===== src/design/psu_ram.sv =====
// Generic single-port-write, single-port-read RAM with registered read data.
module psu_ram #(
  parameter int unsigned Width = 8,
  parameter int unsigned Depth = 16
) (
  input  logic                     clk_i,
  input  logic                     we_i,
  input  logic [$clog2(Depth)-1:0] waddr_i,
  input  logic [Width-1:0]         wdata_i,
  input  logic                     re_i,
  input  logic [$clog2(Depth)-1:0] raddr_i,
  output logic [Width-1:0]         rdata_o
);

  logic [Width-1:0] mem_q [Depth];
  logic [Width-1:0] rdata_q;

  always_ff @(posedge clk_i) begin
    if (we_i) begin
      mem_q[waddr_i] <= wdata_i;
    end
    if (re_i) begin
      rdata_q <= mem_q[raddr_i];
    end
  end

  assign rdata_o = rdata_q;

endmodule


===== config.mk =====
export PLATFORM = sky130hd
export DESIGN_NAME = psu_ram
export DESIGN_NICKNAME = d
export VERILOG_FILES = /design/src/design/psu_ram.sv
export SDC_FILE = /design/constraint.sdc
export NUM_CORES = 1
export LEC_CHECK = 0
export ABC_AREA = 1
export BUFFER_PORTS_ARGS = -buffer_cell sky130_fd_sc_hd__buf_2
export CAP_MARGIN = 10
export CORE_ASPECT_RATIO = 1.4
export CORE_UTILIZATION = 40
export CTS_BUF_LIST = sky130_fd_sc_hd__clkbuf_16
export CTS_CLUSTER_SIZE = 12
export DETAILED_ROUTE_END_ITERATION = 16
export MAX_ROUTING_LAYER = met4
export PLACE_DENSITY = 0.55
export SETUP_SLACK_MARGIN = 0.2
export SLEW_MARGIN = 20
export SYNTH_ARGS = -nofsm -noshare
export SYNTH_HDL_FRONTEND = slang
export SYNTH_SLANG_ARGS = --single-unit
export TNS_END_PERCENT = 50

===== constraint.sdc =====
create_clock -name clk_i -period 1.2 [get_ports clk_i]
set_clock_uncertainty 0.15 [all_clocks]
set_input_delay 0.12 -clock clk_i [delete_from_list [all_inputs] [get_ports clk_i]]
set_output_delay 0.12 -clock clk_i [all_outputs]
set_load 0.005 [all_outputs]

==> impl_metrics.ini, run 1 <==
[timing]
period_share_pct = 107
rsz0062_at_grt = yes
fin_crit_ns = 1.29
finalHoldViolCount = 0
clock.fmax_mhz = 778
tns_ns = -0.223
fin_ws_ns = -0.0855
finalSetupViolCount = 5
worst_pin_slew_ns = 0.362
relSlewSlack_pct = 75.8
slew_viol_final = 0

[floorplanning]
core_area_um2 = 14100
num_rows = 51
start_util_pct = 41.5
die_x_um = 104
dieArea_um2 = 15100
pin_count = 27
die_y_um = 145

[clock_tree]
clk_latency_ns = 0.41
cts.root.buffer_cell = clkbuf_16
cts.path.max_buffers = 2
cts-buffers-inserted = 17
cts.sinks = 136
clk_pin_slew_worst_paths_ns = 0.06
htree_levels = 4
cts_tree = yes

[layout]
register_area_um2 = 4080
fillers = 1223
final_core_util_pct = 53.0
final_common_cell = nand2_1
final_cell_mix = nand2_1 (168), edfxtp_1 (136), inv_1 (99)
stdcell_count = 821
layout-drive-gt1-share_pct = 25.0
multi_input_area_um2 = 1460
area_delta_synth_final_pct = 27.8
diodes = 0
final_nets = 643

[setup_path]
crit_slowest_cell = edfxtp_1
critPathLaunch = rdata_o[4]
rrSetupSlack_ns = -0.01
r2r-end = rdata_o[3]
max_stage_delay_ns = 0.44
end_kind = primary output
crit_arrival_ns = 1.02
crit_type = reg2out
cp-start-kind = flop
crit_end = rdata_o[4]
cpLargestDelayFamily = flip-flops
crit_buf_inv = 1
crit_chain = buf_2
cp_data_required_time_ns = 0.93
r2r-start = mem_q[1][3]
rr_worst_depth = 6
crit_fanout = 1
crit_cells = 1

[min_path]
min_from = raddr_i[2]
hold_class = in2reg

[routing]
ant_nets = 0
vias = 3923
vias_per_cell = 4.78
dr.pass1.iters = 4
drtIter0Drc = 173
wl_mm = 13.1
drc = 0
wire_per_inst_um = 15.9

[synth]
avgSynthCellArea_um2 = 10.6
yosys_warnings = 0
yosysSeqAreaShare_pct = 69.8
synth_area_leaders = edfxtp_1 (70%), nand2_1 (11%), nand3_1 (8.3%)
mappedNetlistArea_um2 = 5850
ys_types = 11
synth_nets = 570
synth_top_area_share_pct = 69.8
syn_inst = 551
yosys_register_bits = 136
synth_top_area_cell = edfxtp_1

[place]
hpwl_mm = 8.68
gp_congestion = 0.835
dp.cells = 781
io_buffers = 26

[global_routing]
track_usage_pct = 18.6
antenna_found_initial = 0
grt_max_degree = 34
grt_pass1_wl_mm = 20.3
grt-ovfl-total = 0
first_global_vias = 3897

[pwr]
pwr_density_cell_nw_per_um2 = 1550
leakage_uw = 0.00321
ir_drop_v = 0.000828

[status]
status = complete, but fails checks
failed_checks = setup timing

[flow_run]
max_cap_viol_count = 0
==> cell usage after synthesis <==
cell      instances
edfxtp_1        136
buf_2            13
inv_2             2
inv_1           100
buf_6             6
buf_1             1
nand2_1         173
nor2_1           17
buf_4             4
nand3b_1          2
nand3_1          97
==> stage by stage <==
step | hold slack (ns) | power (uW) | instance area (um2) | setup slack (ns)
after global placement | 0.365 | 6190 | 6580 | -0.188
after detailed placement | 0.371 | 6200 | 6580 | -0.200
after CTS | 0.0345 | 11600 | 7320 | -0.114
after floorplan | 0.0689 | 5860 | 5900 | 0.0564
after global routing | 0.0815 | 11900 | 7470 | -0.123
final | 0.0524 | 11500 | 7470 | -0.0855
==> report_power, final <==
group / internal, uW / switching (uW) / total, uW
combinational: 299 / 494 / 793
sequential: 5350 / 31.8 / 5380
clock: 3440 / 1920 / 5370
==> worst min-delay path by stage <==
stage | endpoint | cells after the start
global route | rdata_o[6] | 4
finish | rdata_o[6] | 4
global placement | rdata_o[6] | 1
CTS | rdata_o[6] | 4
floorplan | mem_q[0][0] | 0
detailed placement | rdata_o[6] | 1
==> flip-flops by register name (all words and copies together) (netlist names) <==
| signal | count |
|---|---|
| mem_q | 128 |
| rdata_o | 8 |
==> cell type report <==
cell class	count	area share, %
Sequential cell	136	54.7
Multi-Input combinational cell	289	19.5
Timing Repair Buffer	78	9.45
Clock buffer	17	5.70
Inverter	102	5.13
Tap cell	185	3.10
Clock inverter	14	2.43
==> repair_timing <==
| item | in CTS | in global routing |
|---|---|---|
| pin swaps | 35 | 26 |
| buffers inserted | 0 | 0 |
| hold buffers | 9 | 0 |
| hold endpoints to repair | 136 | 0 |
| resized for setup | 10 | 32 |
| setup endpoints to repair | 16 | 16 |
==> cells by family (layout without fill, tap and decap cells) <==
group / Yosys count / count (layout) / synth area share [%]
buffers and inverters: 126 / 211 / 9.39
DFF: 136 / 136 / 69.8
and+or+nand+nor: 289 / 289 / 20.8
==> routing by layer <==
layer | routed length [um] | global-route usage, %
met1 | 5490 | 21.3
met2 | 6840 | 31.1
met3 | 423 | 3.59
met4 | 301 | 8.86
met5 | 0 | -
(Power assumes the default switching activity.)
==> inputs of run 2 (changes only) <==
--- a/config.mk
+++ b/config.mk
@@ -8,12 +8,10 @@
 export ABC_AREA = 1
 export BUFFER_PORTS_ARGS = -buffer_cell sky130_fd_sc_hd__buf_2
 export CAP_MARGIN = 10
-export CORE_ASPECT_RATIO = 1.4
 export CORE_UTILIZATION = 40
 export CTS_BUF_LIST = sky130_fd_sc_hd__clkbuf_16
 export CTS_CLUSTER_SIZE = 12
 export DETAILED_ROUTE_END_ITERATION = 16
-export MAX_ROUTING_LAYER = met4
 export PLACE_DENSITY = 0.55
 export SETUP_SLACK_MARGIN = 0.2
 export SLEW_MARGIN = 20
==> impl_metrics.ini, run 2 (synthesis gave the netlist of run 1 again) <==
[layout]
final_nets = 630
final_core_util_pct = 53.0
layout-drive-gt1-share_pct = 25.2
multi_input_area_um2 = 1540
design_area_um2 = 7460
final_cell_mix = nand2_1 (171), edfxtp_1 (136), inv_1 (102)
area_delta_synth_final_pct = 27.7
top_register = mem_q
final_common_cell = nand2_1
largest_reg_flops = 128
diodes = 0
register_area_um2 = 4080
fillers = 1231
stdcell_count = 804

[setup_path]
crit_arrival_ns = 1.00
crit_end = rdata_o[3]
rrSetupSlack_ns = -0.02
rr_worst_depth = 6
cpLargestDelayFamily = flip-flops
crit_cells = 1
crit_fanout = 1
end_kind = primary output
cp_data_required_time_ns = 0.93
r2r-end = rdata_o[3]
critPathLaunch = rdata_o[3]
crit_type = reg2out
cp-start-kind = flop
max_stage_delay_ns = 0.43
crit_slowest_cell = edfxtp_1
crit_chain = buf_2
crit_buf_inv = 1
r2r-start = mem_q[1][3]

[pwr]
ir_drop_v = 0.000720
leakage_uw = 0.00317
pwr_density_cell_nw_per_um2 = 1480

[clock_tree]
cts.root.buffer_cell = clkbuf_16
clk_latency_ns = 0.42
cts.path.max_buffers = 2
cts.sinks = 136
cts-buffers-inserted = 17
cts_tree = yes
htree_levels = 4
clk_pin_slew_worst_paths_ns = 0.06

[timing]
fin_ws_ns = -0.0696
clock.fmax_mhz = 788
relSlewSlack_pct = 73.2
finalHoldViolCount = 0
worst_pin_slew_ns = 0.402
slew_viol_final = 0
fin_crit_ns = 1.27
finalSetupViolCount = 9
period_share_pct = 106
rsz0062_at_grt = yes
tns_ns = -0.209

[floorplanning]
pin_count = 27
core_area_um2 = 14100
num_rows = 43
die_y_um = 123
die_x_um = 123
dieArea_um2 = 15100
start_util_pct = 41.5

[place]
place_area_um2 = 6550
hpwl_mm = 8.76
place_ws_ns = -0.285
gp_congestion = 0.816
io_buffers = 26
dp.cells = 763

[flow_run]
max_cap_viol_count = 0

[global_routing]
grt-ovfl-total = 0
antenna_found_initial = 0
track_usage_pct = 20.9
first_global_vias = 3871
grt_max_degree = 65
grt_pass1_wl_mm = 21.9

[routing]
vias = 3887
ant_nets = 0
wl_mm = 14.1
drc = 0
vias_per_cell = 4.83
drtIter0Drc = 315
wire_per_inst_um = 17.6
dr.pass1.iters = 5

[status]
status = complete, but fails checks
failed_checks = setup timing

[min_path]
hold_class = in2reg
-- run 2: metrics by stage --
stage | power, uW | hold WS, ns
floorplan | 5860 | 0.0689
global placement | 6220 | 0.344
detailed placement | 6230 | 0.346
CTS | 11100 | 0.00146
global route | 11400 | 0.00651
finish | 11000 | 0.0171
-- run 2: timing repair --
| action | in CTS | in global routing |
|---|---|---|
| hold endpoints to repair | 121 | 0 |
| endpoints found under the setup margin | 16 | 32 |
| hold buffers | 9 | 0 |
| pin swaps | 26 | 19 |
| buffers inserted | 0 | 0 |
| gates resized for setup | 24 | 33 |
-- run 2: worst min path at each step --
stage,from,end,slack [ns],cells after the start
2_1_floorplan,wdata_i[0],mem_q[0][0],0.07,0
3_3_place_gp,re_i,rdata_o[5],0.34,1
3_5_place_dp,re_i,rdata_o[5],0.35,1
4_1_cts,wdata_i[6],mem_q[3][6],0.001,1
5_1_grt,wdata_i[6],mem_q[3][6],0.007,1
6_report,wdata_i[6],mem_q[0][6],0.02,1
-- run 2: layout make-up --
cell class	instances	area share [%]
clock buffers	17	5.70
clock inverters	15	1.61
inverters	102	5.13
multi-input cells	289	20.7
flip-flops and latches	136	54.7
well taps	180	3.02
repair buffers	65	9.19
-- run 2: where the power goes --
group	switching, uW	internal [uW]	leakage (uW)
Sequential	31.9	5360	0.00124
Clock	1840	2980	0.000274
Combinational	538	303	0.00167
Total	2420	8630	0.00317
-- run 2: per-layer routing --
metal	wire length, um	global-route usage (%)	up-vias
li1	-	-	1906
met1	6320	27.3	1872
met2	6950	33.9	90
met3	612	4.20	19
met4	263	8.84	0
met5	0	0	-
==> inputs of run 3 (changes only) <==
--- a/config.mk
+++ b/config.mk
@@ -8,6 +8,7 @@
 export ABC_AREA = 1
 export BUFFER_PORTS_ARGS = -buffer_cell sky130_fd_sc_hd__buf_2
 export CAP_MARGIN = 10
+export CORE_ASPECT_RATIO = 1.25
 export CORE_UTILIZATION = 40
 export CTS_BUF_LIST = sky130_fd_sc_hd__clkbuf_16
 export CTS_CLUSTER_SIZE = 12
==> impl_metrics.ini, run 3 (synthesis gave the netlist of run 1 again) <==
[status]
status = complete, but fails checks
failed_checks = setup timing

[setup_path]
r2r-start = mem_q[9][7]
crit_type = reg2out
max_stage_delay_ns = 0.41
crit_slowest_cell = edfxtp_1
cpLargestDelayFamily = flip-flops
crit_buf_inv = 1
r2r-end = rdata_o[7]
rrSetupSlack_ns = -0.03
cp_data_required_time_ns = 0.93
rr_worst_depth = 6
cp-start-kind = flop
end_kind = primary output
crit_fanout = 1
crit_chain = buf_2
crit_arrival_ns = 0.98

[layout]
diodes = 0
area_delta_synth_final_pct = 25.4
design_area_um2 = 7330
top_register = mem_q
final_nets = 626
final_cell_mix = nand2_1 (165), edfxtp_1 (136), inv_1 (95)
layout-drive-gt1-share_pct = 26.9
final_common_cell = nand2_1
largest_reg_flops = 128

[flow_run]
max_cap_viol_count = 0

[place]
gp_congestion = 0.901
io_buffers = 26
hpwl_mm = 9.28
place_area_um2 = 6420
place_ws_ns = -0.241

[floorplanning]
dieArea_um2 = 15100
core_area_um2 = 14300
die_y_um = 137
die_x_um = 110
pin_count = 27
start_util_pct = 40.8
num_rows = 49

[pwr]
p_int_uw = 8860
pwr_density_cell_nw_per_um2 = 1550
p_total_uw = 11400
ir_drop_v = 0.000761
clkPwrFrac_pct = 45.5
power_frac_comb_pct = 7.1
power_switching_uw = 2500
leakage_uw = 0.00312
swShare_pct = 22.0
seq_power_share_pct = 47.4

[global_routing]
first_global_vias = 4027
antenna_found_initial = 0
grt-ovfl-total = 0
grt_pass1_wl_mm = 22.0
track_usage_pct = 20.8
grt_max_degree = 56

[routing]
dr.pass1.iters = 4
vias = 3937
drc = 0
wl_mm = 14.3
wire_per_inst_um = 17.9
drtIter0Drc = 282
vias_per_cell = 4.93
ant_nets = 0

[timing]
fin_crit_ns = 1.25
period_share_pct = 104
finalSetupViolCount = 10
clock.fmax_mhz = 801
worst_pin_slew_ns = 0.398
slew_viol_final = 0
rsz0062_at_grt = yes
relSlewSlack_pct = 73.5
finalHoldViolCount = 0
fin_ws_ns = -0.0488

[clock_tree]
cts.sinks = 136
cts.path.max_buffers = 2
htree_levels = 4
cts.root.buffer_cell = clkbuf_16
clk_pin_slew_worst_paths_ns = 0.06
cts-buffers-inserted = 17
cts_tree = yes
clk_latency_ns = 0.42

[min_path]
hold_path_end = mem_q[2][3]
min_from = wdata_i[3]
hold_class = in2reg
hold_path_depth = 1
-- run 3: changes by cell type in the layout (fill, tap and decap cells not counted), moves of 2 or more --
| cell | change |
|---|---|
| buf_12 | -9 |
| buf_4 | +8 |
| buf_6 | +2 |
| clkinv_1 | -3 |
| clkinv_4 | +2 |
| dlygate4sd3_1 | -5 |
| inv_1 | -7 |
| inv_2 | +5 |
| nand2_1 | -6 |
| nand2_2 | +6 |
| nand3_1 | +7 |
| nand3_2 | -7 |
-- run 3: layer usage --
metal | wire, um | up-vias | track usage (%)
li1 | - | 1898 | -
met1 | 6120 | 1927 | 25.1
met2 | 7170 | 79 | 34.7
met3 | 444 | 33 | 4.87
met4 | 514 | 0 | 10.3
met5 | 0 | - | 0
-- run 3: cell type report --
type | instances | area [um2]
clock inverter | 15 | 161
clock buffer | 17 | 425
sequential | 136 | 4080
timing repair buffer | 61 | 536
multi-input combinational | 289 | 1520
tap | 178 | 223
inverter | 102 | 383
fill | 1312 | 7010
-- run 3: what timing repair did --
action                                  in CTS  in global routing
setup buffers                                0                  1
pin swaps                                   22                 11
hold buffers                                 3                  1
hold endpoints to repair                    40                  2
gates resized for setup                     32                 30
endpoints found under the setup margin      16                 62
-- run 3: power by group through the flow --
stage          logic [uW]  clock network (uW)  registers (uW)
6_report              804                5160            5390
5_1_grt               879                5410            5390
4_1_cts               779                5220            5390
3_5_place_dp          725                   0            5480
3_3_place_gp          716                   0            5480
2_1_floorplan         388                   0            5480
-- run 3: worst max-delay path by stage --
stage / to / cells past startpoint / startpoint / slack (ns)
global route: rdata_o[1] / 6 / mem_q[15][1] / -0.1
detailed placement: rdata_o[5] / 7 / raddr_i[0] / -0.24
CTS: rdata_o[5] / 1 / rdata_o[5] / -0.06
finish: rdata_o[0] / 1 / rdata_o[0] / -0.05
global placement: rdata_o[1] / 7 / raddr_i[0] / -0.26
floorplan: mem_q[10][0] / 2 / waddr_i[2] / 0.06
-- run 3: metrics by stage --
step / util, % / hold WS [ns] / setup TNS, ns / std cells
floorplan: - / 0.0689 / 0 / 551
global placement: 44.8 / 0.340 / -19.11 / 761
detailed placement: 44.8 / 0.344 / -21.79 / 761
CTS: 50.1 / 0.000684 / -0.362 / 796
global route: 51.1 / 0.00220 / -0.924 / 798
finish: 51.1 / 0.00366 / -0.277 / 798
