<file path="src/design/psu_pkg.sv">
// Shared types, codes and the Paeth predictor for the PNG scanline unfilter.
package psu_pkg;

  // Register indexes on the configuration port (byte address 4 * index).
  localparam int unsigned CfgAddrW = 3;
  localparam logic REG_BPP       = 1'b0;
  localparam logic REG_ROW_BYTES = 1'b1;

  localparam logic [3:0]  BPP_RESET       = 4'd1;
  localparam logic [13:0] ROW_BYTES_RESET = 14'd1;

  // Decoded filter of a row. Codes above Paeth are collapsed into FILT_BAD.
  typedef enum logic [2:0] {
    FILT_NONE  = 3'd0,
    FILT_SUB   = 3'd1,
    FILT_UP    = 3'd2,
    FILT_AVG   = 3'd3,
    FILT_PAETH = 3'd4,
    FILT_BAD   = 3'd5
  } filt_e;

  typedef struct packed {
    logic [3:0]  bpp;
    logic [13:0] row_bytes;
  } psu_cfg_t;

  // One data byte on its way from the fetch stage to reconstruction.
  typedef struct packed {
    logic [7:0] x;       // filtered byte
    filt_e      filt;    // filter of the row it belongs to
    logic       last;    // final byte of the row
    logic       clear;   // first byte of a row: left neighbours are zero
    logic       b_zero;  // first row of an image: bytes above are zero
  } psu_item_t;

  function automatic filt_e decode_filter(input logic [7:0] code);
    filt_e f;
    if (code > 8'd4) begin
      f = FILT_BAD;
    end else begin
      f = filt_e'(code[2:0]);
    end
    return f;
  endfunction

  function automatic logic [7:0] paeth_pred(input logic [7:0] a, input logic [7:0] b,
                                            input logic [7:0] c);
    logic signed [10:0] p;
    logic signed [10:0] da;
    logic signed [10:0] db;
    logic signed [10:0] dc;
    logic [7:0]         res;
    p  = $signed({3'b000, a}) + $signed({3'b000, b}) - $signed({3'b000, c});
    da = p - $signed({3'b000, a});
    db = p - $signed({3'b000, b});
    dc = p - $signed({3'b000, c});
    if (da < 0) da = -da;
    if (db < 0) db = -db;
    if (dc < 0) dc = -dc;
    if ((da <= db) && (da <= dc)) begin
      res = a;
    end else if (db <= dc) begin
      res = b;
    end else begin
      res = c;
    end
    return res;
  endfunction

endpackage

</file>
<file path="src/design/psu_cfg.sv">
// APB-style configuration registers: bytes per pixel and row length.
module psu_cfg
  import psu_pkg::*;
(
  input  logic                clk_i,
  input  logic                rst_ni,
  input  logic                psel,
  input  logic                penable,
  input  logic                pwrite,
  input  logic [CfgAddrW-1:0] paddr,
  input  logic [31:0]         pwdata,
  output logic [31:0]         prdata,
  output logic                pready,
  output psu_cfg_t            cfg_o
);

  psu_cfg_t cfg_q;
  logic     wr_en;
  logic     reg_idx;

  assign pready  = 1'b1;
  assign reg_idx = paddr[2];
  assign wr_en   = psel & penable & pwrite & pready;

  always_ff @(posedge clk_i or negedge rst_ni) begin
    if (!rst_ni) begin
      cfg_q.bpp       <= BPP_RESET;
      cfg_q.row_bytes <= ROW_BYTES_RESET;
    end else if (wr_en) begin
      unique case (reg_idx)
        REG_BPP:       cfg_q.bpp       <= pwdata[3:0];
        REG_ROW_BYTES: cfg_q.row_bytes <= pwdata[13:0];
        default:       cfg_q           <= cfg_q;
      endcase
    end
  end

  always_comb begin
    unique case (reg_idx)
      REG_BPP:       prdata = {28'd0, cfg_q.bpp};
      REG_ROW_BYTES: prdata = {18'd0, cfg_q.row_bytes};
      default:       prdata = 32'd0;
    endcase
  end

  assign cfg_o = cfg_q;

endmodule

</file>
<file path="config.mk">
export PLATFORM = sky130hd
export DESIGN_NAME = psu_cfg
export DESIGN_NICKNAME = d
export VERILOG_FILES = /design/src/design/psu_pkg.sv /design/src/design/psu_cfg.sv
export SDC_FILE = /design/constraint.sdc
export NUM_CORES = 1
export LEC_CHECK = 0
export BUFFER_PORTS_ARGS = -buffer_cell sky130_fd_sc_hd__clkbuf_2
export CORE_MARGIN = 1
export CORE_UTILIZATION = 39
export CTS_CLUSTER_SIZE = 24
export DETAILED_ROUTE_END_ITERATION = 6
export HOLD_SLACK_MARGIN = 0.15
export PLACE_DENSITY = 0.85
export SLEW_MARGIN = 0
export SYNTH_ARGS = -nofsm -noshare
export SYNTH_HDL_FRONTEND = slang
export SYNTH_SLANG_ARGS = --single-unit
</file>
<file path="constraint.sdc">
create_clock -name clk_i -period 2.6 [get_ports clk_i]
set_clock_uncertainty 0.2 [all_clocks]
set_input_delay 0.78 -clock clk_i [delete_from_list [all_inputs] [get_ports clk_i]]
set_output_delay 0.78 -clock clk_i [all_outputs]
set_load 0.005 [all_outputs]
</file>
==> summary.txt, run 1 <==
Worst setup path
  – Data arrival, critical path: 1440 ps
  – WP data required: 1620 ps
  – WS Path Type: input port to output pin
  – CP Launch Type: input port
  – Cells along the critical path: clkbuf_2 > mux2_2 > clkbuf_2
  – Crit Path Max Fanout: 8
  – Slowest Stage Delay on Critical Path: 350 ps
  – Buffers and inverters on the worst path: 2
  – Crit. End Element: output pin
  – CP most frequent cell: clkbuf_2
  – CP max-delay cell: mux2_2
  – Crit path max-delay family: multiplexers

CTS
  – Setup repair bufs after CTS: 0
  – CTS tree: done
  – Clock Sinks: 18
  – Clock slew at reported path FFs: 100 ps
  – CTS Root Cell: clkbuf_4
  – Clock insertion delay at the later pin of the skew report: 280 ps
  – Number of buffers created by CTS: 3
  – Hold_buf cts: 0
  – Clock Tree Buf Depth: 2
  – Post-CTS Resized: 0
  – H-tree depth: 1

Die
  – IO Pins: 91
  – Starting Density: 0.4261
  – Die width: 51.87 microns
  – Die height: 51.87 microns
  – Core footprint: 2276 sq um
  – Die area: 2690 sq um
  – Std cell rows: 17

STA
  – Final hold viol count: 0
  – Final Cycle Share: 0.9319
  – Setup violators final: 0
  – RSZ-0062 raised after global routing: false
  – Max Fclk: 0.4127 GHz
  – Setup tns final: 0 ps
  – Max-slew violation count: 0
  – Setup ws final: 177.0 ps
  – Final min period: 2423 ps

Cells and area
  – Final #Nets: 169
  – Post-route insts no fill: 156
  – Area Overhead vs Synth: 24.39%
  – Layout cells sized above 1: 0.6406
  – Number of diodes: 0
  – Final Cell Area: 1206 sq um
  – Max reg flops: 18

Global route
  – Initial antenna violation count: 0
  – Total grt overflow: 0
  – Vias in the first global route: 658
  – Global-route wire length before repair: 2656 microns
  – Largest net degree at the start of global routing: 19
  – Tot GR Track Use: 0.1401

Pwr
  – Combinational group share of total power: 0.296
  – Switch share: 0.2707
  – Sw power: 0.0002132 W
  – Clock Power Share: 0.211
  – Pleak: 0.6501 nW
  – Worst IR Drop VDD: 0.3621 mV
  – Sequential Power Share: 0.493
  – Tot Pwr: 0.0007875 W
  – P_int: 0.0005743 W
  – Pwr/cell area: 652.9 nW/um^2

Place
  – Placer Congestion: 0.6225
  – Post-detail-place hpwl: 1360 microns
  – IO Port Bufs: 51
  – Place WS: 162.8 ps
  – Placed Area: 1170 sq um
  – DP Cell Count: 152

Routing
  – Vias: 685
  – Final WL: 1662 microns
  – # DRC: 0
  – Antenna Nets Post-Route: 0
  – Initial DRC Count: 2
  – TritonRoute pass-1 iters: 4
  – Wire per inst: 10.65 microns
  – Via density per instance: 4.391

Run
  – Max-cap violations: 0

Outcome
  – Status: finished clean

Synth
  – YS warnings: 0
  – Mean Syn Cell Area: 12.76 sq um
  – #FFs+latches synth: 18
  – Synth unique cells: 10
  – Register area share after synthesis: 0.4671
  – Post-Synthesis Cells: 76
  – Netlist Area Pre-Place: 969.7 sq um

Hold path
  – Hold Path Class: input port to asynchronous set/reset pin
synth_stat cells:
cell	n	area share
and2_1	10	0.065
buf_4	19	0.15
buf_6	2	0.023
clkbuf_1	1	0.0039
conb_1	2	0.0077
dfrtp_1	16	0.41
dfstp_2	2	0.054
mux2_2	22	0.26
nand4_4	1	0.022
nand4b_1	1	0.0090
area by class of cell:
type / instances / area (sq um)
Clock buffer: 4 / 36.28
Tap cell: 28 / 35.03
Timing Repair Buffer: 53 / 270.3
Sequential cell: 18 / 452.9
Fill cell: 211 / 1070
Multi-Input combinational cell: 53 / 411.6
layer usage:
| metal | GRT usage | up-vias | routed length (microns) |
|---|---|---|---|
| met5 | 0 | - | 0 |
| met2 | 0.2543 | 57 | 846 |
| met1 | 0.1447 | 308 | 615 |
| met4 | 0.06757 | 0 | 29 |
| li1 | - | 315 | - |
| met3 | 0.04094 | 5 | 170 |
per-stage QoR:
step,hold WS (ps),utilization
5_1_grt,231.6,0.5300
3_5_place_dp,313.7,0.5140
3_3_place_gp,302.6,0.5140
2_1_floorplan,284.4,-
4_1_cts,218.9,0.5300
6_report,216.7,0.5300
kinds of logic after synthesis:
| group | synth area share |
|---|---|
| buf+inv | 0.1742 |
| flops | 0.4671 |
| mux | 0.2555 |
| other cells | 0.007745 |
| simple gates | 0.09549 |
power by group through the flow:
stage,clock network (W),registers [W],logic (W)
after floorplan,0,0.000394,0.000126
after global placement,0,0.000388,0.000232
after detailed placement,0,0.000396,0.000237
after CTS,0.000176,0.000390,0.000238
after global routing,0.000188,0.000399,0.000260
final,0.000166,0.000388,0.000233
final timing paths:
check | start | end | slack (ps) | cells past startpoint
max | paddr[2] | prdata[3] | 180 | 3
min | rst_ni | cfg_o[1] | 220 | 1
max reg2reg | cfg_o[16] | cfg_o[16] | 1620 | 1
min reg2reg | cfg_o[5] | cfg_o[5] | 330 | 1
max in group asynchronous | rst_ni | cfg_o[0] | 1650 | 1
min in group clk_i | cfg_o[5] | cfg_o[5] | 330 | 1
cell usage in the layout, fill, tap and decap left out:
| cell type | count |
|---|---|
| nand4_4 | 1 |
| dfstp_2 | 2 |
| buf_4 | 2 |
| nand4b_1 | 1 |
| mux2_2 | 22 |
| clkbuf_8 | 1 |
| clkbuf_2 | 51 |
| conb_1 | 19 |
| and2_1 | 10 |
| clkbuf_4 | 3 |
| dfrtp_1 | 16 |
(Power assumes the default switching activity.)
==> inputs of run 2 (changes only) <==
- CELL_PAD_IN_SITES_DETAIL_PLACEMENT: default -> 0
- CELL_PAD_IN_SITES_GLOBAL_PLACEMENT: default -> 2
- CORE_UTILIZATION: 39 -> 21
- PLACE_DENSITY: 0.85 -> default
- PLACE_DENSITY_LB_ADDON: default -> 0.1
==> summary.txt, run 2 (same netlist as run 1, synthesis figures left out) <==
STA
  – Max-slew violation count: 0 (unchanged)
  – Setup ws final: 155.4 ps (-21.58 ps)
  – Setup tns final: 0 ps (unchanged)
  – Final Cycle Share: 0.9402 (+0.008298)
  – Max Fclk: 0.4091 GHz (-0.88%)
  – Setup violators final: 0 (unchanged)
  – Final min period: 2445 ps (+21.57 ps)
  – RSZ-0062 raised after global routing: false
  – Final hold viol count: 0 (unchanged)
  – Hold_ws: 266.5 ps (+49.80 ps)

Global route
  – Vias in the first global route: 643 (-2.3%)
  – Tot GR Track Use: 0.08814 (-0.05199)
  – Total grt overflow: 0 (unchanged)
  – Global-route wire length before repair: 3229 microns (+22%)
  – Largest net degree at the start of global routing: 19 (unchanged)
  – Initial antenna violation count: 0 (unchanged)

CTS
  – CTS tree: done
  – CTS Root Cell: clkbuf_8
  – Hold_buf cts: 0 (unchanged)
  – Post-CTS Resized: 0 (unchanged)
  – H-tree depth: 1 (unchanged)
  – Clock Tree Buf Depth: 2 (unchanged)
  – Number of buffers created by CTS: 3 (unchanged)
  – Clock slew at reported path FFs: 70 ps (-30 ps)
  – Setup repair bufs after CTS: 0 (unchanged)
  – Clock Sinks: 18 (unchanged)
  – Clock insertion delay at the later pin of the skew report: 250 ps (-30 ps)

Routing
  – TritonRoute pass-1 iters: 2 (-2)
  – Final WL: 2111 microns (+27%)
  – Via density per instance: 3.832 (-13%)
  – Vias: 686 (+0.15%)
  – # DRC: 0 (unchanged)
  – Antenna Nets Post-Route: 0 (unchanged)
  – Wire per inst: 11.79 microns (+11%)
  – Initial DRC Count: 1 (-1)

Cells and area
  – Layout cells sized above 1: 0.6299 (-0.01070)
  – Most common cell after layout, fill and taps aside: clkbuf_2
  – Post-layout util: 0.2822 (-0.2477)
  – Number of diodes: 0 (unchanged)
  – Area Overhead vs Synth: 27.61%
  – Final #Nets: 168 (-0.59%)
  – Max reg flops: 18 (unchanged)
  – Most frequent cells in the layout: 51 x clkbuf_2, 22 x mux2_2, 19 x conb_1

Worst setup path
  – CP Launch Type: input port
  – FF-to-FF path depth: 1 (unchanged)
  – Crit. End Element: output pin
  – WS Path Type: input port to output pin
  – Crit Path Max Fanout: 7 (-1)
  – Data arrival, critical path: 1460 ps (+20 ps)
  – WP data required: 1620 ps (about the same)

Die
  – Die area: 4893 sq um (+82%)
  – IO Pins: 91 (unchanged)
  – Starting Density: 0.2212 (-0.2049)
  – Die height: 69.95 microns (+35%)
  – Die width: 69.95 microns (+35%)
  – Std cell rows: 24 (+7)
  – Core footprint: 4384 sq um (+93%)

Place
  – Post-detail-place hpwl: 1615 microns (+19%)
  – IO Port Bufs: 51 (unchanged)
  – Place WS: 129.4 ps (-33.48 ps)
  – Placer Congestion: 0.6495 (+4.3%)

Hold path
  – Hold Path Class: input port to asynchronous set/reset pin

Pwr
  – Pwr/cell area: 670.4 nW/um^2 (+2.7%)
  – Pleak: 0.6471 nW (-0.47%)
  – Worst IR Drop VDD: 0.1575 mV (-57%)
  – Tot Pwr: 0.0008295 W (+5.3%)

Run
  – Max-cap violations: 0 (unchanged)

Outcome
  – Status: finished clean
## run 2: changes by cell type in the layout (fill, tap and decap cells not counted), sizes merged
cell	change
buf	-1
## run 2: cell type report
class	count	area [sq um]
fillers	486	3147
flip-flops and latches	18	452.9
well taps	52	65.06
multi-input cells	53	411.6
repair buffers	52	262.8
clock buffers	4	45.04
## run 2: final timing paths
kind	startpoint	to	slack, ps
hold / removal	rst_ni	cfg_o[6]	270
min in group clk_i	cfg_o[7]	cfg_o[7]	330
setup reg to reg	cfg_o[1]	cfg_o[1]	1610
max in group asynchronous	rst_ni	cfg_o[0]	1580
setup / recovery	paddr[2]	prdata[0]	160
hold reg to reg	cfg_o[7]	cfg_o[7]	330
## run 2: worst max-delay path, cell delays in order
cell and delay (ps):
clkbuf_2 210, mux2_2 360, clkbuf_2 110
## run 2: through the flow
stage,cells,area (sq um)
final,179,1237
after global routing,179,1237
after CTS,179,1237
after detailed placement,175,1192
after global placement,175,1192
after floorplan,93,1033
## run 2: power breakdown
part           total [W]  switching [W]  internal (W)
logic           0.000232      0.0000908      0.000141
clock network   0.000209       0.000100      0.000109
registers       0.000388      0.0000413      0.000347
## run 2: per-layer routing
metal  track usage  part of all wire  vias to the layer above
li1              -                 -                      314
met1        0.1081              0.42                      325
met2        0.1410              0.48                       44
met3       0.03175             0.088                        3
met4       0.03333             0.010                        0
met5             0                 0                        -
==> inputs of run 3 (changes only) <==
- CORE_ASPECT_RATIO: default -> 2
- PLACE_DENSITY: default -> 0.94
- PLACE_DENSITY_LB_ADDON: 0.1 -> default
==> summary.txt, run 3 (same netlist as run 1, synthesis figures left out) <==
Cells and area
  – Most frequent cells in the layout: 51 x clkbuf_2, 22 x mux2_2, 19 x conb_1
  – Most common cell after layout, fill and taps aside: clkbuf_2
  – Max reg flops: 18 (unchanged)
  – Area Overhead vs Synth: 27.87%
  – Layout cells sized above 1: 0.6299 (unchanged)
  – Final Cell Area: 1240 sq um (+0.20%)
  – Post-layout util: 0.2830 (+0.0007320)
  – Final #Nets: 168 (unchanged)
  – Number of diodes: 0 (unchanged)

Pwr
  – Combinational group share of total power: 0.280 (about the same)
  – P_int: 0.0005972 W (about the same)
  – Worst IR Drop VDD: 0.2933 mV (+86%)
  – Pleak: 0.6471 nW (unchanged)
  – Pwr/cell area: 665.1 nW/um^2 (-0.78%)
  – Clock Power Share: 0.248 (-0.004)
  – Sequential Power Share: 0.472 (+0.004)
  – Sw power: 0.0002275 W (-2.0%)
  – Switch share: 0.2758 (-0.003911)

Worst setup path
  – WS Path Type: input port to output pin
  – Data arrival, critical path: 1480 ps (+20 ps)
  – CP Launch Type: input port
  – Crit Path Max Fanout: 8 (+1)
  – WP data required: 1620 ps (about the same)
  – Crit. End Element: output pin

Routing
  – Final WL: 1927 microns (-8.7%)
  – Antenna Nets Post-Route: 0 (unchanged)
  – TritonRoute pass-1 iters: 2 (unchanged)
  – Initial DRC Count: 1 (unchanged)
  – # DRC: 0 (unchanged)
  – Vias: 688 (+0.29%)
  – Via density per instance: 3.801 (-0.82%)
  – Wire per inst: 10.65 microns (-9.7%)

Die
  – Die area: 4910 sq um (+0.35%)
  – IO Pins: 91 (unchanged)
  – Starting Density: 0.2213 (about the same)
  – Die width: 50.05 microns (-28%)
  – Die height: 98.10 microns (+40%)
  – Core footprint: 4382 sq um (about the same)
  – Std cell rows: 34 (+42%)

STA
  – Setup ws final: 144.6 ps (-10.77 ps)
  – RSZ-0062 raised after global routing: false
  – Max-slew violation count: 0 (unchanged)
  – Final hold viol count: 0 (unchanged)
  – Hold_ws: 273.4 ps (+6.808 ps)
  – Setup violators final: 0 (unchanged)
  – Final Cycle Share: 0.9444 (+0.004142)
  – Setup tns final: 0 ps (unchanged)
  – Final min period: 2455 ps (+10.77 ps)
  – Max Fclk: 0.4073 GHz (-0.44%)

Place
  – IO Port Bufs: 51 (unchanged)
  – Post-detail-place hpwl: 1487 microns (-7.9%)
  – Placer Congestion: 0.6470 (-0.38%)
  – Place WS: 127.7 ps (-1.690 ps)
  – Placed Area: 1195 sq um (+0.21%)

CTS
  – Clock Tree Buf Depth: 2 (unchanged)
  – Clock slew at reported path FFs: 70 ps (about the same)
  – Number of buffers created by CTS: 3 (unchanged)
  – CTS tree: done
  – Setup repair bufs after CTS: 0 (unchanged)
  – Post-CTS Resized: 0 (unchanged)
  – Clock insertion delay at the later pin of the skew report: 250 ps (about the same)
  – H-tree depth: 1 (unchanged)
  – CTS Root Cell: clkbuf_8
  – Hold_buf cts: 0 (unchanged)
  – Clock Sinks: 18 (unchanged)

Global route
  – Tot GR Track Use: 0.08052 (-0.007612)
  – Initial antenna violation count: 0 (unchanged)
  – Vias in the first global route: 613 (-4.7%)
  – Total grt overflow: 0 (unchanged)
  – Global-route wire length before repair: 2932 microns (-9.2%)
  – Largest net degree at the start of global routing: 19 (unchanged)

Outcome
  – Status: finished clean

Run
  – Max-cap violations: 0 (unchanged)

Hold path
  – Hold Path Class: input port to asynchronous set/reset pin
-- run 3: cell counts in the layout (fill, tap and decap cells not counted) --
Identical to the previous run, type by type.
-- run 3: critical path, cell delays in order --
cell and delay (ps):
clkbuf_2 220, mux2_2 360, clkbuf_2 110
-- run 3: path summary, 6_finish.rpt --
path	from	to	slack, ps	cells after the start
setup reg to reg	cfg_o[1]	cfg_o[1]	1630	1
hold reg to reg	cfg_o[12]	cfg_o[12]	330	1
setup / recovery	paddr[2]	prdata[3]	140	3
hold / removal	rst_ni	cfg_o[4]	270	1
min in group clk_i	cfg_o[12]	cfg_o[12]	330	1
max in group asynchronous	rst_ni	cfg_o[14]	1570	1
-- run 3: power groups by stage --
| stage | sequential (W) | combinational [W] | clock, W |
|---|---|---|---|
| after floorplan | 0.000394 | 0.000126 | 0 |
| after global placement | 0.000392 | 0.000234 | 0 |
| after detailed placement | 0.000395 | 0.000236 | 0 |
| after CTS | 0.000390 | 0.000236 | 0.000218 |
| after global routing | 0.000399 | 0.000254 | 0.000235 |
| final | 0.000389 | 0.000231 | 0.000204 |
-- run 3: layer usage --
| layer | track usage | share of wire |
|---|---|---|
| met4 | 0.02637 | 0 |
| met2 | 0.1518 | 0.54 |
| met1 | 0.08445 | 0.37 |
| met3 | 0.01558 | 0.086 |
| met5 | 0 | 0 |
-- run 3: final cells by class --
class | instances | area, sq um
multi-input cells | 53 | 411.6
fillers | 461 | 3142
well taps | 54 | 67.56
clock buffers | 4 | 45.04
flip-flops and latches | 18 | 452.9
repair buffers | 52 | 262.8
-- run 3: stage by stage --
stage | total power [W] | instances
final | 0.0008247 | 181
after floorplan | 0.0005204 | 93
after global routing | 0.0008875 | 181
after global placement | 0.0006256 | 177
after detailed placement | 0.0006302 | 177
after CTS | 0.0008436 | 181
