===== src/design/psu_pkg.sv =====
// Shared types, codes and the Paeth predictor for the PNG scanline unfilter.
package psu_pkg;

  // Register indexes on the configuration port (byte address 4 * index).
  localparam int unsigned CfgAddrW = 3;
  localparam logic REG_BPP       = 1'b0;
  localparam logic REG_ROW_BYTES = 1'b1;

  localparam logic [3:0]  BPP_RESET       = 4'd1;
  localparam logic [13:0] ROW_BYTES_RESET = 14'd1;

  // Decoded filter of a row. Codes above Paeth are collapsed into FILT_BAD.
  typedef enum logic [2:0] {
    FILT_NONE  = 3'd0,
    FILT_SUB   = 3'd1,
    FILT_UP    = 3'd2,
    FILT_AVG   = 3'd3,
    FILT_PAETH = 3'd4,
    FILT_BAD   = 3'd5
  } filt_e;

  typedef struct packed {
    logic [3:0]  bpp;
    logic [13:0] row_bytes;
  } psu_cfg_t;

  // One data byte on its way from the fetch stage to reconstruction.
  typedef struct packed {
    logic [7:0] x;       // filtered byte
    filt_e      filt;    // filter of the row it belongs to
    logic       last;    // final byte of the row
    logic       clear;   // first byte of a row: left neighbours are zero
    logic       b_zero;  // first row of an image: bytes above are zero
  } psu_item_t;

  function automatic filt_e decode_filter(input logic [7:0] code);
    filt_e f;
    if (code > 8'd4) begin
      f = FILT_BAD;
    end else begin
      f = filt_e'(code[2:0]);
    end
    return f;
  endfunction

  function automatic logic [7:0] paeth_pred(input logic [7:0] a, input logic [7:0] b,
                                            input logic [7:0] c);
    logic signed [10:0] p;
    logic signed [10:0] da;
    logic signed [10:0] db;
    logic signed [10:0] dc;
    logic [7:0]         res;
    p  = $signed({3'b000, a}) + $signed({3'b000, b}) - $signed({3'b000, c});
    da = p - $signed({3'b000, a});
    db = p - $signed({3'b000, b});
    dc = p - $signed({3'b000, c});
    if (da < 0) da = -da;
    if (db < 0) db = -db;
    if (dc < 0) dc = -dc;
    if ((da <= db) && (da <= dc)) begin
      res = a;
    end else if (db <= dc) begin
      res = b;
    end else begin
      res = c;
    end
    return res;
  endfunction

endpackage


===== src/design/psu_out_if.sv =====
// Output stream channel: one reconstructed byte per item.
interface psu_out_if;
  logic       valid;
  logic       ready;
  logic [7:0] out_byte;
  logic       last_of_row;
  logic       bad_filter;

  modport source (output valid, output out_byte, output last_of_row, output bad_filter,
                  input ready);
  modport sink (input valid, input out_byte, input last_of_row, input bad_filter,
                output ready);
endinterface


===== src/design/psu_recon.sv =====
// Reconstruction stage: neighbour history, filter inversion and output register.
module psu_recon
  import psu_pkg::*;
#(
  parameter int unsigned MaxPix = 8,
  localparam int unsigned SelW  = (MaxPix > 1) ? $clog2(MaxPix) : 1
) (
  input  logic            clk_i,
  input  logic            rst_ni,
  input  logic            item_valid_i,
  input  psu_item_t       item_i,
  input  logic [7:0]      above_i,
  input  logic [SelW-1:0] bpp_sel_i,
  output logic            take_o,
  output logic [7:0]      recon_o,
  psu_out_if.source       out_if
);

  logic [7:0] left_q [MaxPix];
  logic [7:0] left_d [MaxPix];
  logic [7:0] upl_q  [MaxPix];
  logic [7:0] upl_d  [MaxPix];

  logic [7:0] a_byte;
  logic [7:0] b_byte;
  logic [7:0] c_byte;
  logic [7:0] pred;
  logic [8:0] avg_sum;
  logic [7:0] recon;
  logic       take;

  logic       out_valid_q;
  logic [7:0] out_byte_q;
  logic       out_last_q;
  logic       out_bad_q;

  // The item moves on whenever the output register is empty or being drained.
  assign take = item_valid_i & (~out_valid_q | out_if.ready);

  assign a_byte  = item_i.clear  ? 8'd0 : left_q[bpp_sel_i];
  assign c_byte  = item_i.clear  ? 8'd0 : upl_q[bpp_sel_i];
  assign b_byte  = item_i.b_zero ? 8'd0 : above_i;
  assign avg_sum = {1'b0, a_byte} + {1'b0, b_byte};

  always_comb begin
    case (item_i.filt)
      FILT_SUB:   pred = a_byte;
      FILT_UP:    pred = b_byte;
      FILT_AVG:   pred = avg_sum[8:1];
      FILT_PAETH: pred = paeth_pred(a_byte, b_byte, c_byte);
      default:    pred = 8'd0;
    endcase
  end

  assign recon = item_i.x + pred;

  // The newest byte enters at index 0. The first byte of a row starts from zeros.
  always_comb begin
    left_d[0] = recon;
    upl_d[0]  = b_byte;
    for (int i = 1; i < MaxPix; i++) begin
      left_d[i] = item_i.clear ? 8'd0 : left_q[i-1];
      upl_d[i]  = item_i.clear ? 8'd0 : upl_q[i-1];
    end
  end

  always_ff @(posedge clk_i or negedge rst_ni) begin
    if (!rst_ni) begin
      for (int i = 0; i < MaxPix; i++) begin
        left_q[i] <= 8'd0;
        upl_q[i]  <= 8'd0;
      end
    end else if (take) begin
      left_q <= left_d;
      upl_q  <= upl_d;
    end
  end

  always_ff @(posedge clk_i or negedge rst_ni) begin
    if (!rst_ni) begin
      out_valid_q <= 1'b0;
    end else if (take) begin
      out_valid_q <= 1'b1;
    end else if (out_if.ready) begin
      out_valid_q <= 1'b0;
    end
  end

  always_ff @(posedge clk_i) begin
    if (take) begin
      out_byte_q <= recon;
      out_last_q <= item_i.last;
      out_bad_q  <= (item_i.filt == FILT_BAD);
    end
  end

  assign take_o             = take;
  assign recon_o            = recon;
  assign out_if.valid       = out_valid_q;
  assign out_if.out_byte    = out_byte_q;
  assign out_if.last_of_row = out_last_q;
  assign out_if.bad_filter  = out_bad_q;

  a_rose_needs_item: assert property (@(posedge clk_i) disable iff (!rst_ni)
    $rose(out_valid_q) |-> $past(item_valid_i))
    else $error("result appeared without an item in reconstruction");

  a_no_take_on_stall: assert property (@(posedge clk_i) disable iff (!rst_ni)
    (out_valid_q && !out_if.ready) |-> !take)
    else $error("result register overwritten while stalled");

endmodule


===== src/flat_wrapper.sv =====
// flat-port wrapper written by rule: the top's interface ports become plain ports
module psu_recon_flat import psu_pkg::*;
#(
  parameter int unsigned MaxPix = 8,
  localparam int unsigned SelW  = (MaxPix > 1) ? $clog2(MaxPix) : 1
)
  (clk_i, rst_ni, item_valid_i, item_i, above_i, bpp_sel_i, take_o, recon_o, out_if_valid, out_if_out_byte, out_if_last_of_row, out_if_bad_filter, out_if_ready);
  psu_out_if out_if_i ();
  input  logic clk_i;
  input  logic rst_ni;
  input  logic item_valid_i;
  input  psu_item_t item_i;
  input  logic [7:0] above_i;
  input  logic [SelW-1:0] bpp_sel_i;
  output logic take_o;
  output logic [7:0] recon_o;
  output wire logic [$bits(out_if_i.valid)-1:0] out_if_valid;
  output wire logic [$bits(out_if_i.out_byte)-1:0] out_if_out_byte;
  output wire logic [$bits(out_if_i.last_of_row)-1:0] out_if_last_of_row;
  output wire logic [$bits(out_if_i.bad_filter)-1:0] out_if_bad_filter;
  input wire logic [$bits(out_if_i.ready)-1:0] out_if_ready;
  assign out_if_valid = out_if_i.valid;
  assign out_if_out_byte = out_if_i.out_byte;
  assign out_if_last_of_row = out_if_i.last_of_row;
  assign out_if_bad_filter = out_if_i.bad_filter;
  assign out_if_i.ready = out_if_ready;
  psu_recon #(.MaxPix(MaxPix)) u_core (.clk_i(clk_i), .rst_ni(rst_ni), .item_valid_i(item_valid_i), .item_i(item_i), .above_i(above_i), .bpp_sel_i(bpp_sel_i), .take_o(take_o), .recon_o(recon_o), .out_if(out_if_i));
endmodule

===== config.mk =====
export PLATFORM = sky130hd
export DESIGN_NAME = psu_recon_flat
export DESIGN_NICKNAME = d
export VERILOG_FILES = /design/src/design/psu_pkg.sv /design/src/design/psu_out_if.sv /design/src/design/psu_recon.sv /design/src/flat_wrapper.sv
export SDC_FILE = /design/constraint.sdc
export NUM_CORES = 1
export LEC_CHECK = 0
export ABC_AREA = 1
export ABC_CLOCK_PERIOD_IN_PS = 12410
export CAP_MARGIN = 20
export CORE_ASPECT_RATIO = 0.5
export CORE_MARGIN = 2
export CORE_UTILIZATION = 30
export DETAILED_ROUTE_END_ITERATION = 7
export DONT_BUFFER_PORTS = 1
export GPL_ROUTABILITY_DRIVEN = 0
export SYNTH_ARGS = -nofsm -noshare
export SYNTH_HDL_FRONTEND = slang
export SYNTH_SLANG_ARGS = --single-unit

===== constraint.sdc =====
create_clock -name clk_i -period 12.41 [get_ports clk_i]
set_input_delay 1.241 -clock clk_i [delete_from_list [all_inputs] [get_ports clk_i]]
set_output_delay 1.241 -clock clk_i [all_outputs]
set_load 0.05 [all_outputs]

==> impl_results.md, run 1 <==
- Critical-path cell with the highest stage delay: ha_1
- Cells after synthesis: 1410
- Category of the worst setup path launch point: primary input
- Ys flop type: dfrtp_1
- Bufs and invs on worst path: 7
- Max-cap violations: 0
- Via count of the first global-routing pass: 8528
- Critical path data required time: 11170 ps
- Actual transition at the worst max-transition pin: 1200 ps
- Met3 WL post-DR: 1280 microns
- Number of buffers added for setup after CTS: 0
- Number of distinct standard cells referenced by the synthesized netlist: 46
- Final core occ: 0.332
- Insertion delay to the later sink of the worst-skew pair: 430 ps
- DR vias: 9106
- Net count, final: 1480
- GRT Residual Overflow: 0
- Synthesis Warnings: 0
- DRT iter0 DRCs: 929
- Antenna violations before repair: 0
- Most repeated cell in the gate-level netlist after synthesis: nand2_1
- Remaining antenna violation count after routing: 0
- TritonCTS buffer count: 17
- Number of nets in the synthesized netlist: 1522
- Max transition margin: 0.193
- Maximum cell stage delay along the critical path: 400 ps
- Global-route total usage across every layer: 0.157
- Worst-path clk slew: 60 ps
- Clock Path Buffers: 2
- Synthesized area: 10500 sq um
- Via-to-Cell Ratio: 4.91
- Post-detailed-routing wire length: 28000 microns
- Share of post-route cells with drive strength above 1: 0.0615
- Final setup vio count: 0
- Start-to-end type of the worst setup path: in -> out
- Number of register bits inferred by synthesis: 139
- Part of the cycle the worst path needs: 0.926
- Area Growth Syn to Fin: 9.09%
- Main area contributors after synthesis: dfrtp_1, ha_1, nand2_1
- Clock tree from TritonCTS: yes
- Type of the worst min-delay path: reg -> reg
- Final Slew Violations: 0
- Library cell with the largest summed area after synthesis: dfrtp_1
- Starting density of the core: 0.305
- H-tree depth: 4
- Detail-routed net length per standard cell: 15.1 microns
- Kind of cell adding the most delay to the critical path: compound AO/OA/AOI/OAI gates
- Number of optimization iterations in the first detailed-route pass: 7
- Vertical die dimension: 136 microns
- First-pass GRT wire length: 45400 microns
- Number of fill cells: 3732
- Remaining design rule violation count: 0
- Count of buffers from port buffering: 0
- CP Data Arrival Time: 10260 ps
- Routed length on met1: 13700 microns
- Most frequent cells after synthesis: nand2_1, inv_1, o21ai_0
- Row cnt: 48
- # hold bufs at CTS: 0
- Run status: finished clean
- Routed wire length on met2: 12300 microns
- Die width: 269 microns
- Fraction of the yosys area taken by sequential cells: 0.336
- Setup TNS Final: 0 ps
- Number of sinks on the clock net: 139
- Maximum clock skew at final layout: 8.80 ps
- Hold Vio Cnt, Final: 0
- RSZ-0062 raised after global routing: false
- Largest net degree at the start of global routing: 130
- Clock Root Buffer: clkbuf_16
- EDFF count, synth: 10
- Top-area cell type share of the netlist area: 0.307
- Die Area: 36600 sq um
- Fin crit period: 11500 ps
- Avg Inst Size Synth: 7.45 sq um
- Fmax: 0.0870 GHz
- Placeable core region: 34500 sq um
- Top routing layer in use: met4
- Placed wire-length estimate: 19900 microns
- Top fanout value on the critical path: 68
- Async SR Flop Fraction: 0.928
- Worst setup EP type: primary output
- Most frequent cell on the critical path: a21oi_1
- Diode insertion count for antenna repair: 0
- Total I/O pin count: 49
## cell type report
class	instances	area (sq um)	area share
Clock buffer	19	433	0.0378
Clock inverter	13	156	0.0136
Inverter	207	786	0.0686
Multi-Input combinational cell	989	5860	0.511
Sequential cell	139	3530	0.308
Tap cell	475	594	0.0519
Timing Repair Buffer	14	105	0.00917
## per-layer routing
| layer | track usage | vias up |
|---|---|---|
| met5 | 0 | - |
| met4 | 0.0494 | 0 |
| met3 | 0.0259 | 40 |
| met2 | 0.246 | 222 |
| met1 | 0.220 | 4224 |
| li1 | - | 4620 |
## state kept, by name, summed over array words and instances, names as in the netlist
signal,cells
u_core.out_if.out_byte,8
u_core.out_if.valid,1
u_core.left_q,64
u_core.out_if.last_of_row,1
u_core.upl_q,64
u_core.out_if.bad_filter,1
## path summary, 6_finish.rpt
kind / end / slack (ps) / from / cells after the start
min in group asynchronous: u_core.left_q[59] / 510 / rst_ni / 0
hold / removal: u_core.upl_q[2] / 480 / u_core.upl_q[2] / 2
setup / recovery: recon_o[7] / 910 / bpp_sel_i[0] / 50
hold reg to reg: u_core.upl_q[2] / 480 / u_core.upl_q[2] / 2
max in group asynchronous: u_core.upl_q[24] / 11680 / rst_ni / 0
setup reg to reg: u_core.out_if.out_byte[7] / 3010 / u_core.left_q[50] / 48
## stage by stage
| step | hold slack, ps | setup WS, ps | instances | instance area (sq um) |
|---|---|---|---|---|
| after floorplan | 446 | 1960 | 1410 | 10500 |
| after global placement | 469 | 830 | 1824 | 10900 |
| after detailed placement | 469 | 732 | 1824 | 10900 |
| after CTS | 488 | 685 | 1856 | 11500 |
| after global routing | 494 | 133 | 1856 | 11500 |
| final | 483 | 912 | 1856 | 11500 |
## layout by cell type (no fill, tap or decap), types with 3 or more instances in the layout
| cell | netlist | layout |
|---|---|---|
| bufinv_16 | 0 | 4 |
| nand2_2 | 9 | 10 |
| o21ai_1 | 3 | 3 |
| a211oi_1 | 3 | 3 |
| nand3_2 | 14 | 14 |
| nand2_1 | 233 | 232 |
| o31ai_1 | 30 | 30 |
| clkinv_1 | 0 | 7 |
| nand3b_1 | 5 | 5 |
| a21oi_1 | 112 | 111 |
| edfxtp_1 | 10 | 10 |
| buf_4 | 9 | 14 |
| xnor2_1 | 19 | 19 |
| clkinv_2 | 0 | 3 |
| nor2_1 | 56 | 56 |
| inv_1 | 202 | 200 |
| nand3_1 | 152 | 152 |
| o211ai_1 | 24 | 24 |
| o211ai_2 | 4 | 4 |
| o21ai_0 | 159 | 159 |
| ha_1 | 77 | 77 |
| nor3_1 | 9 | 9 |
| dfrtp_1 | 129 | 129 |
| inv_2 | 5 | 4 |
| fa_1 | 6 | 6 |
| xor2_1 | 37 | 37 |
| clkbuf_16 | 0 | 17 |
| nand4_1 | 13 | 13 |
## tightest hold or removal path, delay by kind of cell (launching register included)
kind | cells | cell delay (ps)
flops | 1 | 340
simple gates | 1 | 50
compound gates | 1 | 50
## cells by family after synthesis
family,count (synthesis),share of synthesized area
simple gates,504,0.222
xor+xnor,56,0.0467
compound gates,346,0.185
flops,139,0.336
buf+inv,282,0.107
fa+ha+maj,83,0.103
## what timing repair did
action / CTS / global route
hold endpoints to repair: 0 / 0
resized for setup: 0 / 4
endpoints found under the setup margin: 0 / 2
Power of run 1 is left out: the tool's default activity adds up to more than one toggle a clock period on the data nets, which glitch-free logic cannot reach.
==> run 2: changes to the inputs <==
--- a/config.mk
+++ b/config.mk
@@ -10,7 +10,7 @@
 export CAP_MARGIN = 20
 export CORE_ASPECT_RATIO = 0.5
 export CORE_MARGIN = 2
-export CORE_UTILIZATION = 30
+export CORE_UTILIZATION = 48
 export DETAILED_ROUTE_END_ITERATION = 7
 export DONT_BUFFER_PORTS = 1
 export GPL_ROUTABILITY_DRIVEN = 0
==> run 2 against run 1 <==
Effect of this change: design area fell by 1.9%; clock skew increased by 6.7 ps; first-iteration DRC count shrank 26%; routed wire length grew 2.9%; sequential cell count unchanged; global-route usage up 10 points; sequential share of layout area increased by 0.59 points; non-clock buffer count is 2 lower; register-to-register slack improved by 70 ps; via count grew 2.3%.
==> impl_results.md, run 2 (same netlist as run 1, synthesis figures left out) <==
- Run status: finished clean
- Area Growth Syn to Fin: 7.03%
- Clock Root Buffer: clkbuf_16
- Number of fill cells: 2132
- Number of instances on the worst hold path: 2
- Reg-to-Reg Start: u_core.left_q[16]
- Row cnt: 38
- Category of the worst setup path launch point: primary input
- Depth of the worst register-to-register path: 48
- Leading cell type in the layout, fill and taps excluded: nand2_1
- Total I/O pin count: 49
- Hold EP: u_core.left_q[1]
- Clock Path Buffers: 2
- DRT iter0 DRCs: 689
- Post-detailed-routing wire length: 28800 microns
- Global-route total usage across every layer: 0.261
- Remaining design rule violation count: 0
- Share of post-route cells with drive strength above 1: 0.0631
- Number of buffers added for setup after CTS: 0
- Insertion delay to the later sink of the worst-skew pair: 430 ps
- Bufs and invs on worst path: 7
- Number of sinks on the clock net: 139
- Antenna violations before repair: 0
- CP Data Arrival Time: 10340 ps
- Critical path data required time: 11170 ps
- Number of optimization iterations in the first detailed-route pass: 5
- Type of the worst min-delay path: reg -> reg
- Via-to-Cell Ratio: 5.55
- Placeable core region: 21600 sq um
- Via count of the first global-routing pass: 9050
- Part of the cycle the worst path needs: 0.933
- Net count, final: 1478
- Max-cap violations: 0
- Count of buffers from port buffering: 0
- Placed wire-length estimate: 20500 microns
- Clock tree from TritonCTS: yes
- Quantity of gates resized following cts: 0
- Commonest cells after routing, fill and taps aside: nand2_1, inv_1, o21ai_0
- # hold bufs at CTS: 0
- TritonCTS buffer count: 17
- Hold Vio Cnt, Final: 0
- Final Slew Violations: 0
- Maximum cell stage delay along the critical path: 430 ps
- Crit Reg-Reg Endpoint: u_core.out_if.out_byte[7]
- Critical-path cell with the highest stage delay: fa_1
- Setup TNS Final: 0 ps
- Remaining antenna violation count after routing: 0
- GRT Residual Overflow: 0
- Starting density of the core: 0.487
- Top fanout value on the critical path: 68
- H-tree depth: 4
- Detail-routed net length per standard cell: 17.1 microns
- Final std cells w/o fill: 1679
- First-pass GRT wire length: 47000 microns
- Vertical die dimension: 109 microns
- Final setup vio count: 0
- Diode insertion count for antenna repair: 0
- Cell count after placement: 1647
- Setup slack of the most critical reg-to-reg path: 3080 ps
- Max transition margin: 0.306
- Start-to-end type of the worst setup path: in -> out
- Largest net degree at the start of global routing: 130
- Maximum clock skew at final layout: 15.5 ps
- Actual transition at the worst max-transition pin: 1030 ps
- Kind of cell adding the most delay to the critical path: compound AO/OA/AOI/OAI gates
- Die Area: 23200 sq um
- Fin crit period: 11580 ps
- Die width: 213 microns
- Fmax: 0.0863 GHz
- Worst setup EP type: primary output
- DR vias: 9314
- Startpoint of the tightest hold check path: u_core.left_q[1]
- Worst-path clk slew: 60 ps
- RSZ-0062 raised after global routing: false
-- run 2: changes by cell type in the layout (fill, tap and decap cells not counted), moves of 2 or more --
cell	before	now
clkbuf_8	0	4
clkinv_1	7	0
buf_4	14	12
clkbuf_1	2	5
-- run 2: how the worst max path moves through the flow --
| stage | from | endpoint | slack, ps | depth (start not counted) |
|---|---|---|---|---|
| 2_1_floorplan | bpp_sel_i[0] | recon_o[7] | 1960 | 52 |
| 3_3_place_gp | bpp_sel_i[0] | recon_o[7] | 540 | 55 |
| 3_5_place_dp | bpp_sel_i[0] | recon_o[7] | 460 | 55 |
| 4_1_cts | bpp_sel_i[0] | recon_o[7] | 400 | 55 |
| 5_1_grt | bpp_sel_i[0] | recon_o[7] | 10 | 51 |
| 6_report | bpp_sel_i[0] | recon_o[7] | 830 | 49 |
-- run 2: per-layer routing --
metal / part of all wire / global-route usage / vias up
li1: - / - / 4623
met5: 0 / 0 / -
met2: 0.45 / 0.416 / 209
met4: 0.028 / 0.0942 / 0
met3: 0.041 / 0.0354 / 57
met1: 0.48 / 0.367 / 4425
-- run 2: cell type report --
class	instances	area (sq um)	area share
clock buffer	26	499	0.0444
clock inverter	6	109	0.00968
inverter	207	783	0.0697
multi-input combinational	989	5860	0.521
sequential	139	3530	0.314
tap	300	375	0.0334
timing repair buffer	12	90.1	0.00801
-- run 2: stage by stage --
stage                     setup slack (ps)  utilization  hold slack, ps  area, sq um
after floorplan                       1960            -             446        10500
after global placement                 538        0.492             460        10600
after detailed placement               455        0.492             469        10600
after CTS                              402        0.520             485        11200
after global routing                  12.3        0.521             496        11200
final                                  828        0.521             482        11200
-- run 2: worst reg2reg max path: cells and delay by family, from the launching register on --
| family | cells | cell delay, ps |
|---|---|---|
| adders and majority gates | 6 | 2040 |
| and+or+nand+nor | 15 | 2240 |
| AOI/OAI and AO/OA | 17 | 2850 |
| xor gates and xnor gates | 4 | 840 |
| DFF | 1 | 360 |
| buffers and inverters | 6 | 670 |
Power of run 2 is left out for the same reason.
